`src/sbcb_pkg.sv`:
```
`timescale 1ns / 1ps
package sbcb_pkg;

    // Width of the scaled dividend: (offset * baseline + 8 * disparity) >> 4.
    localparam int DVD_W = 37;

    localparam logic [1:0] CFG_BASELINE = 2'd0;
    localparam logic [1:0] CFG_FOCAL    = 2'd1;
    localparam logic [1:0] CFG_CENTER_U = 2'd2;
    localparam logic [1:0] CFG_CENTER_V = 2'd3;

    // One axis in flight through the divider chain.
    typedef struct packed {
        logic             neg;
        logic [7:0]       disp;
        logic [7:0]       rem;
        logic [DVD_W-1:0] dvd;
        logic [DVD_W-1:0] quo;
    } t_lane;

    // Four axes in order near x, near y, far x, far y.
    typedef t_lane [3:0] t_box;

endpackage

```
`src/sbcb_div_cell.sv`:
```
`timescale 1ns / 1ps
// One restoring division step for all four axes: brings down the top dividend
// bit, subtracts the disparity when it fits and shifts in one quotient bit.
module sbcb_div_cell (
    input  logic          i_clk,
    input  logic          i_rst_n,
    input  logic          i_en,
    input  logic          i_vld,
    input  sbcb_pkg::t_box i_box,
    output logic          o_vld,
    output sbcb_pkg::t_box o_box
);

    logic           r_vld;
    sbcb_pkg::t_box r_box;
    sbcb_pkg::t_box n_box;

    always_comb begin
        logic [8:0] trial;
        for (int k = 0; k < 4; k++) begin
            trial = {i_box[k].rem, i_box[k].dvd[sbcb_pkg::DVD_W-1]};
            n_box[k]      = i_box[k];
            n_box[k].dvd  = {i_box[k].dvd[sbcb_pkg::DVD_W-2:0], 1'b0};
            if (trial >= {1'b0, i_box[k].disp}) begin
                n_box[k].rem = 8'(trial - {1'b0, i_box[k].disp});
                n_box[k].quo = {i_box[k].quo[sbcb_pkg::DVD_W-2:0], 1'b1};
            end else begin
                n_box[k].rem = trial[7:0];
                n_box[k].quo = {i_box[k].quo[sbcb_pkg::DVD_W-2:0], 1'b0};
            end
        end
    end

    always_ff @(posedge i_clk) begin
        if (!i_rst_n) begin
            r_vld <= 1'b0;
        end else if (i_en) begin
            r_vld <= i_vld;
        end
    end

    always_ff @(posedge i_clk) begin
        if (i_en) begin
            r_box <= n_box;
        end
    end

    assign o_vld = r_vld;
    assign o_box = r_box;

endmodule

```
`config.mk`:
```
export PLATFORM = sky130hd
export DESIGN_NAME = sbcb_div_cell
export DESIGN_NICKNAME = d
export VERILOG_FILES = /design/src/sbcb_pkg.sv /design/src/sbcb_div_cell.sv
export SDC_FILE = /design/constraint.sdc
export NUM_CORES = 1
export LEC_CHECK = 0
export ABC_AREA = 1
export BUFFER_PORTS_ARGS = -buffer_cell sky130_fd_sc_hd__buf_2
export CORE_AREA = 8 8 277 279
export DETAILED_ROUTE_END_ITERATION = 7
export DIE_AREA = 0 0 285 287
export GPL_ROUTABILITY_DRIVEN = 0
export SLEW_MARGIN = 20
export SYNTH_ARGS = -nofsm -noshare
export SYNTH_HDL_FRONTEND = slang
export SYNTH_SLANG_ARGS = --single-unit
```
`constraint.sdc`:
```
create_clock -name i_clk -period 1.3 [get_ports i_clk]
set_input_delay 0 -clock i_clk [delete_from_list [all_inputs] [get_ports i_clk]]
set_output_delay 0 -clock i_clk [all_outputs]
set_load 0.005 [all_outputs]
```
# Yosys cells after proc, flatten, opt, wreduce, memory -nomap -nowiden
# Cells that the tools add are included.
word_totals:
  register_bits: 361
  inputBits: 368
  out_inout_bits: 365
  word_cells: 37
classes:
  addsub: 4
  n_lt_le_gt_ge: 4
  mux: 8
ops:
  columns: ["op", "n"]
  rows:
  - ["$ge 9x8->1", 4]
  - ["$mux 8", 4]
  - ["$sub 8x8->8", 4]
  - ["$mux 1", 4]

# Logic depth before layout (Yosys ltp)
# Gate-level depths: netlist of the first run.
logic_depth:
  word_depth: 2
  mapped_depth: 11
  ltp_nobuf: 11

# Worst setup path before layout of the first run
# OpenSTA, ideal clock, no wires.
synth_path:
  kind: "input port to flip-flop"
  startpoint: "input i_box[266] (netlist bit)"
  endpoint: "register r_box, in the netlist o_box[263], data pin"
  setup_time_ns: 0.252
  arrival_ns: 1.070
  required_ns: 1.048
  slack_ns: -0.022
  path_stages: 11
  n_path_buf: 1
  cell_sequence: "inv_1 > ha_1 > buf_6 > nand2_1 > nor2_1 > nand2_1 > nand2_2 > nor2_4 > nand2_8 > nand2_2 > nand2_2"
synth_rtl:
  columns: ["item", "line_no", "source"]
  rows:
  - ["from (decl)", "sbcb_div_cell.sv:9", "input sbcb_pkg::t_box i_box,"]
  - ["to (signal assigned)", "sbcb_div_cell.sv:44", "r_box <= n_box;"]
  - ["to (decl)", "sbcb_div_cell.sv:15", "sbcb_pkg::t_box r_box;"]

==> flow_summary.yaml, run 1 <==
clock_network:
  cts_sinks: 361
  cts_made_buffers: 40
  cts_max_level: 2
  path_clk_slew_ns: 0.06
  cts_root_buf: "clkbuf_16"
  post_cts_buffers: 0
  cts_buffer_depth: 3
  cts_tree: "done"
  insertion_delay_ns: 0.55
critical_path:
  path_delay_family: "buffers and inverters"
  r2r_slack_ns: 0.13
  worstPathCellList: "buf_2, dlygate4sd3_1, buf_4, fa_2, inv_2, nand3_1, nand3_1, xor2_1, nand2_1, nand2_1"
  cp.required_ns: 1.61
  path_buf_inv: 4
  crit_fanout: 2
  crit_type: "input port to register"
  worstSetupStartpoint: "i_box[356]"
  r2r_start: "o_vld$_SDFFE_PN0P_"
  cp_slowest_stage_delay_ns: 0.56
  critPathLaunchType: "input port"
  crit_slowest_cell: "dlygate4sd3_1"
  endpoint_kind: "register"
  arrival_ns: 1.57
sta:
  hold_viol_final: 0
  min_period_ns: 1.27
  rsz0062_at_grt: "yes"
  finalCritPeriodShare: 0.974
  finalSetupViolCount: 0
  tns_ns: 0
  max_freq_mhz: 790
  slew_violations: 0
  clock_skew_ns: 0
global_route:
  grt_pass1_wl_mm: 79.8
  grtUsageTotal: 0.127
  grt_max_degree: 50
  grt_overflow: 0
  grt_pass1_vias: 12379
  antenna_found_initial: 13
place:
  dpl.hpwl_mm: 41.9
  dp_cells: 2583
  io_buffers: 724
route:
  drt-pass1-iter-count: 5
  drc: 0
  ant_nets: 0
  routedWlPerCell_microns: 18.5
  via_per_inst: 3.77
  vias: 11417
  drt_iter0_markers: 446
  drt-total-wl_mm: 56.0
hold_path:
  holdCritStartpoint: "i_en"
  hold_path.class: "input port to register"
final_layout:
  drive_above_1_share: 0.455
  fin_nets: 2436
  area_growth_pct: 79.9
  fin_cells: 3029
yosys:
  synth_mux_area_frac: 0
  ys_async_sr_fraction: 0
  synth_top_area_frac: 0.812
  netlist_top_cells_area: "edfxtp_1, nand2_1, ha_1"
  synth_cells: 805
  syn_area_per_cell_sq_um: 16.5
  yosysWarnings: 0
  synthTopCellsByCount: "edfxtp_1, nand2_1, inv_1"
  synth_edf_count: 360
  yosysSeqAreaShare: 0.814
  yosysMostFrequentCell: "edfxtp_1"
  synth-main-ff-cell: "edfxtp_1"
  synth_top_family_by_area: "simple AND/OR/NAND/NOR gates"
  synthXorXnorAreaFrac: 0.00790
  synth_area_sq_um: 13300
  synth_fa_ha_area_frac: 0.0361
  synth_cell_types: 31
  synth_compound_area_frac: 0.00846
  ys_seq_elements: 361
  yosys.area.top_type: "edfxtp_1"
  synth-simple-area-share: 0.103
die:
  core_sq_um: 72300
  die_h_microns: 287
  rows: 99
  die_area_sq_um: 81800
  die_w_microns: 285
  boundaryPins: 733
  start_util: 0.184
power:
  leakage_nw: 10.7
  powerDensity_nw_per_um2: 1260
  vdd_ir_drop_max_mv: 0.994
run_status:
  outcome: "finished, final reports clean"
run:
  maxCapViolCount: 0
report_power, final:
group	internal, mW	leakage [nW]	switching [mW]
Combinational	2.43	6.50	2.24
Sequential	14.0	3.53	0.328
Clock	6.53	0.633	4.76
tightest hold or removal path, cell delays in order:
cell and delay (ns):
buf_8 0.10, buf_12 0.16, buf_4 0.17
cell usage in the layout (no fill, tap or decap), types with 2 or more instances in the layout:
| master | n |
|---|---|
| nand4_2 | 2 |
| clkinvlp_4 | 2 |
| nand2_8 | 2 |
| nor3_2 | 3 |
| clkinv_2 | 6 |
| buf_12 | 6 |
| a21oi_2 | 3 |
| inv_1 | 87 |
| xnor2_1 | 5 |
| conb_1 | 4 |
| ha_1 | 28 |
| nand4_1 | 4 |
| buf_2 | 723 |
| buf_4 | 93 |
| clkinv_1 | 7 |
| inv_6 | 4 |
| dlygate4sd3_1 | 365 |
| clkbuf_16 | 40 |
| edfxtp_1 | 360 |
| a21oi_1 | 13 |
| clkbuf_1 | 5 |
| diode_2 | 8 |
| nand2_1 | 156 |
| nor2_2 | 3 |
| fa_1 | 3 |
| nor2_1 | 18 |
| bufinv_16 | 4 |
| nand2_4 | 6 |
| inv_2 | 5 |
| clkinv_4 | 2 |
| nand2_2 | 18 |
| nor2_4 | 3 |
| xor2_1 | 7 |
| ha_4 | 4 |
| nand3_1 | 58 |
kinds of logic after synthesis:
| group | count (synthesis) |
|---|---|
| AOI/OAI and AO/OA | 18 |
| xor gates and xnor gates | 12 |
| adders and majority gates | 36 |
| buffers and inverters | 99 |
| DFF | 361 |
| other | 1 |
| and+or+nand+nor | 278 |
routing by layer:
metal  routed length [microns]  part of all wire  track usage
met4                      1390             0.025       0.0398
met5                        57            0.0010            0
met2                     27900              0.50        0.221
met1                     22000              0.39        0.147
met3                      4660             0.083       0.0438
worst paths after layout:
kind	end	cells past startpoint
max	o_box[351]$_DFFE_PP_	10
min	o_box[119]$_DFFE_PP_	3
max reg2reg	o_vld$_SDFFE_PN0P_	3
min reg2reg	o_vld$_SDFFE_PN0P_	3
per-stage QoR:
stage / worst slack [ns] / utilization / cell area (sq um) / hold WS (ns) / power [mW]
after floorplan: 0.00139 / - / 13400 / 0.0935 / 15.6
after global placement: -0.336 / 0.262 / 19000 / 0.176 / 18.2
after detailed placement: -0.425 / 0.262 / 19000 / 0.178 / 18.3
after CTS: 0.0110 / 0.331 / 23900 / 0.00318 / 30.6
after global routing: -0.00146 / 0.331 / 23900 / 0.0325 / 31.5
final: 0.0340 / 0.331 / 23900 / 0.0352 / 30.2
what timing repair did:
action	CTS	global route
hold buffers	366	0
hold endpoints to repair	452	0
setup endpoints to repair	0	9
resized for setup	0	3
area by class of cell:
cell class | count | area (sq um)
antenna | 8 | 20.0
fill | 7010 | 48400
sequential | 361 | 10800
multi-input combinational | 348 | 2140
clock inverter | 27 | 280
inverter | 92 | 345
tap | 959 | 1200
timing repair buffer | 1189 | 8120
clock buffer | 45 | 1020
state kept, by name (all words and copies together), names as in the netlist:
| register | count |
|---|---|
| o_box | 360 |
| o_vld | 1 |
No activity file was read; power rests on OpenSTA's default activity.
==> run 2, diff against run 1 <==
--- a/config.mk
+++ b/config.mk
@@ -11,6 +11,7 @@
 export DETAILED_ROUTE_END_ITERATION = 7
 export DIE_AREA = 0 0 285 287
 export GPL_ROUTABILITY_DRIVEN = 0
+export REMOVE_ABC_BUFFERS = 1
 export SLEW_MARGIN = 20
 export SYNTH_ARGS = -nofsm -noshare
 export SYNTH_HDL_FRONTEND = slang
==> run 2 against run 1 <==
Hold slack improved by 0.0012 ns; power rose by 3.6%; final cell count decreased by 0.33%; sequential share of layout area down 0.057 points; maximum frequency rose by 2.8%; first-iteration DRC count increased by 25%; via count fell by 0.81%; clock skew stayed put; register-to-register slack lost 0.06 ns; combinational power down 0.9%; critical path depth decreased by 7; global-route usage is 0.15 points lower.
==> flow_summary.yaml, run 2 (synthesized netlist as in run 1, its figures left out) <==
critical_path:
  arrival_ns: 1.66
  worstSetupStartpoint: "o_vld$_SDFFE_PN0P_"
  r2r_slack_ns: 0.07
  crit_fanout: 2
  endpoint_kind: "register"
  reg2reg_to: "o_vld$_SDFFE_PN0P_"
  critPathLaunchType: "register"
  crit_type: "register to register"
  reg2reg_depth: 3
  r2r_start: "o_vld$_SDFFE_PN0P_"
  cp.required_ns: 1.73
place:
  dpl.hpwl_mm: 41.3
  place_ws_ns: -0.257
  dp_cells: 2567
  io_buffers: 724
hold_path:
  whs_path_depth: 2
  whs_endpoint: "o_box[214]$_DFFE_PP_"
  hold_path.class: "input port to register"
  holdCritStartpoint: "i_en"
route:
  route.met2.wl_mm: 28.6
  vias: 11325
  routedWlPerCell_microns: 18.2
  ant_nets: 0
  via_per_inst: 3.75
  wl_met1_mm: 20.8
  drt-pass1-iter-count: 5
  drc: 0
  wl_met3_mm: 4.43
  drt_iter0_markers: 558
  highest_layer: "met5"
  drt-total-wl_mm: 55.1
final_layout:
  largest_register_ffs: 360
  area_growth_pct: 80.1
  fin_cells: 3019
  fin_nets: 2426
  final_common_cell: "buf_2"
  drive_above_1_share: 0.449
  mostFrequentLayoutCells: "buf_2, dlygate4sd3_1, edfxtp_1, nand2_1, inv_1"
  final_core_util: 0.331
sta:
  hold_viol_final: 0
  min_period_ns: 1.23
  fin_ws_ns: 0.0681
  slew_violations: 0
  maxSlewHeadroom: 0.579
  clock_skew_ns: 0
  finalCritPeriodShare: 0.948
  tightestPinTransition_ns: 0.630
  rsz0062_at_grt: "no"
  max_freq_mhz: 812
  finalSetupViolCount: 0
die:
  boundaryPins: 733
  rows: 99
  die_h_microns: 287
  die_w_microns: 285
  die_area_sq_um: 81800
  core_sq_um: 72300
  start_util: 0.184
global_route:
  grt_pass1_vias: 12449
  grt_max_degree: 68
  grtUsageTotal: 0.126
  grt_overflow: 0
  grt_pass1_wl_mm: 79.4
  antenna_found_initial: 9
clock_network:
  cts_made_buffers: 42
  cts_root_buf: "clkbuf_16"
  cts_resized: 0
  path_clk_slew_ns: 0.06
  ctsHoldBuffers: 370
  cts_sinks: 361
  cts_tree: "done"
  insertion_delay_ns: 0.55
  cts_buffer_depth: 3
  post_cts_buffers: 0
  cts_max_level: 2
run:
  maxCapViolCount: 0
power:
  vdd_ir_drop_max_mv: 0.937
  leakage_nw: 10.7
  powerDensity_nw_per_um2: 1310
run_status:
  outcome: "finished, final reports clean"
-- run 2: cell count changes in the layout (fill, tap and decap cells not counted), moves of 3 or more --
cell and change:
buf_4 -16, bufinv_16 +3, clkbuf_16 +3, dlygate4sd3_1 +5, ha_1 +4, ha_4 -4
-- run 2: power breakdown --
part	leakage [nW]	total (mW)	switching, mW	internal [mW]
Sequential	3.53	14.3	0.300	14.0
Clock	0.720	12.4	4.89	7.54
Combinational	6.43	4.63	2.25	2.39
-- run 2: stage by stage --
step                power [mW]  TNS, ns  hold slack, ns  instance area, sq um
floorplan                 15.5   -0.160          0.0935                 13300
global route              32.6        0          0.0187                 24000
detailed placement        18.2    -7.17           0.178                 18800
finish                    31.3        0          0.0364                 24000
CTS                       31.8        0         -0.0181                 24000
global placement          18.2    -6.33           0.177                 18800
-- run 2: cell type report --
type,count,area (sq um)
antenna,6,15.0
clock buffer,46,1090
clock inverter,30,383
fill,7008,48400
inverter,92,345
multi-input combinational,348,2080
sequential,361,10800
tap,959,1200
timing repair buffer,1177,8040
-- run 2: how the worst max path moves through the flow --
stage	end	slack [ns]	cells after the start
2_1_floorplan	o_box[263]$_DFFE_PP_	-0.03	10
3_3_place_gp	o_box[354]$_DFFE_PP_	-0.23	10
3_5_place_dp	o_box[78]$_DFFE_PP_	-0.26	11
4_1_cts	o_box[25]	0.02	1
5_1_grt	o_box[354]	0.02	1
6_report	o_vld$_SDFFE_PN0P_	0.07	3
-- run 2: layer usage --
layer | vias to the layer above | global-route usage
met5 | - | 0
met4 | 4 | 0.0341
met3 | 71 | 0.0405
met2 | 482 | 0.230
met1 | 5470 | 0.139
li1 | 5298 | -
-- run 2: worst max-delay path: stages, from the launching register on --
cell and delay, ns:
dfxtp_1 0.32, o21ai_0 0.16, a21oi_1 0.06, dlygate4sd3_1 0.58
==> run 3, diff against run 2 <==
--- a/config.mk
+++ b/config.mk
@@ -6,7 +6,7 @@
 export NUM_CORES = 1
 export LEC_CHECK = 0
 export ABC_AREA = 1
-export BUFFER_PORTS_ARGS = -buffer_cell sky130_fd_sc_hd__buf_2
+export BUFFER_PORTS_ARGS = -buffer_cell sky130_fd_sc_hd__buf_4
 export CORE_AREA = 8 8 277 279
 export DETAILED_ROUTE_END_ITERATION = 7
 export DIE_AREA = 0 0 285 287
==> run 3 against run 2 <==
Clock power shrank 6%; sequential share of layout area shrank 3.1 points; non-clock buffer count grew 8; final cell count is essentially flat; combinational power grew 19%; worst setup slack lost 0.028 ns; first-iteration DRC count shrank 3.9%; hold slack gained 0.016 ns; register-to-register slack gained 0.05 ns; maximum frequency shrank 2.3%; wire length grew 2.7%; largest cell class unchanged; global-route usage grew 0.44 points; highest routed layer unchanged.
==> flow_summary.yaml, run 3 (synthesized netlist as in run 1, its figures left out) <==
hold_path:
  hold_path.class: "input port to register"
  holdCritStartpoint: "i_box[80]"
  whs_endpoint: "o_box[81]$_DFFE_PP_"
  whs_path_depth: 6
critical_path:
  critPathLaunchType: "input port"
  cp.required_ns: 1.73
  path_delay_family: "buffers and inverters"
  crit_slowest_cell: "dlygate4sd3_1"
  worstPathCellList: "buf_4, dlygate4sd3_1, fa_2, inv_1, nand3_1, nand3_1, xor2_1, nand2_2, nand2_2"
  path_buf_inv: 3
  cp_slowest_stage_delay_ns: 0.60
  crit_type: "input port to register"
  endpoint_kind: "register"
  reg2reg_depth: 3
  r2r_start: "o_vld$_SDFFE_PN0P_"
  r2r_slack_ns: 0.12
  crit_fanout: 2
  reg2reg_to: "o_vld$_SDFFE_PN0P_"
  arrival_ns: 1.69
place:
  dpl.hpwl_mm: 42.7
  dp_cells: 2573
  io_buffers: 724
  place_ws_ns: -0.298
final_layout:
  mostFrequentLayoutCells: "buf_4, dlygate4sd3_1, edfxtp_1, nand2_1, inv_1"
  drive_above_1_share: 0.449
  largest_register_ffs: 360
  fin_cells: 3021
  final_common_cell: "buf_4"
  area_growth_pct: 93.6
  fin_nets: 2434
  nFillCells: 6843
route:
  routedWlPerCell_microns: 18.7
  drt-total-wl_mm: 56.6
  vias: 11363
  via_per_inst: 3.76
  drt_iter0_markers: 536
  drt-pass1-iter-count: 5
  ant_nets: 0
  drc: 0
clock_network:
  path_clk_slew_ns: 0.06
  cts_made_buffers: 42
  cts_buffer_depth: 3
  cts_max_level: 2
  insertion_delay_ns: 0.56
  cts_tree: "done"
  cts_sinks: 361
  cts_root_buf: "clkbuf_16"
sta:
  finalCritPeriodShare: 0.970
  tightestPinTransition_ns: 0.835
  slew_violations: 0
  clock_skew_ns: 0
  whs_ns: 0.0526
  finalSetupViolCount: 0
  fin_ws_ns: 0.0396
  hold_viol_final: 0
  max_freq_mhz: 793
  min_period_ns: 1.26
  rsz0062_at_grt: "yes"
  maxSlewHeadroom: 0.442
  tns_ns: 0
global_route:
  grtUsageTotal: 0.130
  grt_pass1_wl_mm: 81.7
  grt_overflow: 0
  antenna_found_initial: 5
  grt_max_degree: 77
  grt_pass1_vias: 12500
power:
  pwr-share-seq: 0.454
  powerDensity_nw_per_um2: 1220
  internal-power_mw: 24.0
  vdd_ir_drop_max_mv: 1.04
  p_clk_frac: 0.371
  total_power_mw: 31.5
  power_frac_comb: 0.175
  leakage_nw: 11.3
  p_sw_mw: 7.52
  swShare: 0.239
die:
  die_w_microns: 285
  core_sq_um: 72300
  die_h_microns: 287
  start_util: 0.184
  boundaryPins: 733
  rows: 99
  die_area_sq_um: 81800
run:
  maxCapViolCount: 0
run_status:
  outcome: "finished, final reports clean"
run 3: changes by cell type in the layout (fill, tap and decap cells not counted), moves of 3 or more:
| cell | change |
|---|---|
| bufinv_16 | -3 |
| buf_4 | +726 |
| fa_1 | -3 |
| diode_2 | -4 |
| clkinvlp_4 | +5 |
| buf_2 | -723 |
| clkinv_2 | -3 |
| inv_6 | -3 |
| fa_2 | +3 |
| clkbuf_1 | +7 |
run 3: worst max path at each step:
stage                     cells after the start                    to  slack [ns]                start
after floorplan                              10  o_box[263]$_DFFE_PP_       -0.03           i_box[266]
after global placement                       11   o_box[81]$_DFFE_PP_       -0.26            i_box[85]
after detailed placement                     11   o_box[81]$_DFFE_PP_       -0.30            i_box[85]
after CTS                                     1             o_box[94]      0.0009  o_box[94]$_DFFE_PP_
after global routing                          1             o_box[94]      -0.002  o_box[94]$_DFFE_PP_
final                                         9  o_box[260]$_DFFE_PP_        0.04           i_box[265]
run 3: power groups by stage:
stage | logic [mW] | clock network [mW] | registers [mW]
detailed placement | 4.57 | 0 | 14.5
CTS | 5.56 | 12.1 | 14.3
floorplan | 0.930 | 0 | 14.6
global placement | 4.53 | 0 | 14.5
global route | 5.95 | 12.5 | 14.4
finish | 5.51 | 11.7 | 14.3
run 3: layout make-up:
type | instances | area (sq um) | share of cell area
clock buffers | 52 | 1090 | 0.0422
well taps | 959 | 1200 | 0.0466
diodes | 2 | 5.00 | 0.000194
multi-input cells | 348 | 2090 | 0.0811
repair buffers | 1185 | 9940 | 0.386
flip-flops and latches | 361 | 10800 | 0.420
inverters | 92 | 345 | 0.0134
clock inverters | 22 | 270 | 0.0105
run 3: worst reg2reg max path, cell delays in order (launching register included):
cell,delay (ns)
dfxtp_1,0.32
o21ai_1,0.15
a21oi_1,0.06
dlygate4sd3_1,0.55
run 3: metrics by stage:
stage	util	cell area (sq um)
floorplan	-	13300
global placement	0.286	20700
detailed placement	0.286	20700
CTS	0.356	25800
global route	0.356	25800
finish	0.356	25800
run 3: timing repair:
item                                    CTS  global route
endpoints found under the setup margin    1             8
gates cloned                              0             0
pin swaps                                 0             0
endpoints found under the hold margin   424             0
resized for setup                         1             5
buffers inserted                          0             0
hold buffers                            372             0
run 3: layer usage:
layer  global-route usage  share of wire
met4               0.0459          0.034
met2                0.232           0.51
met5                    0        0.00044
met1                0.140           0.37
met3               0.0492          0.092
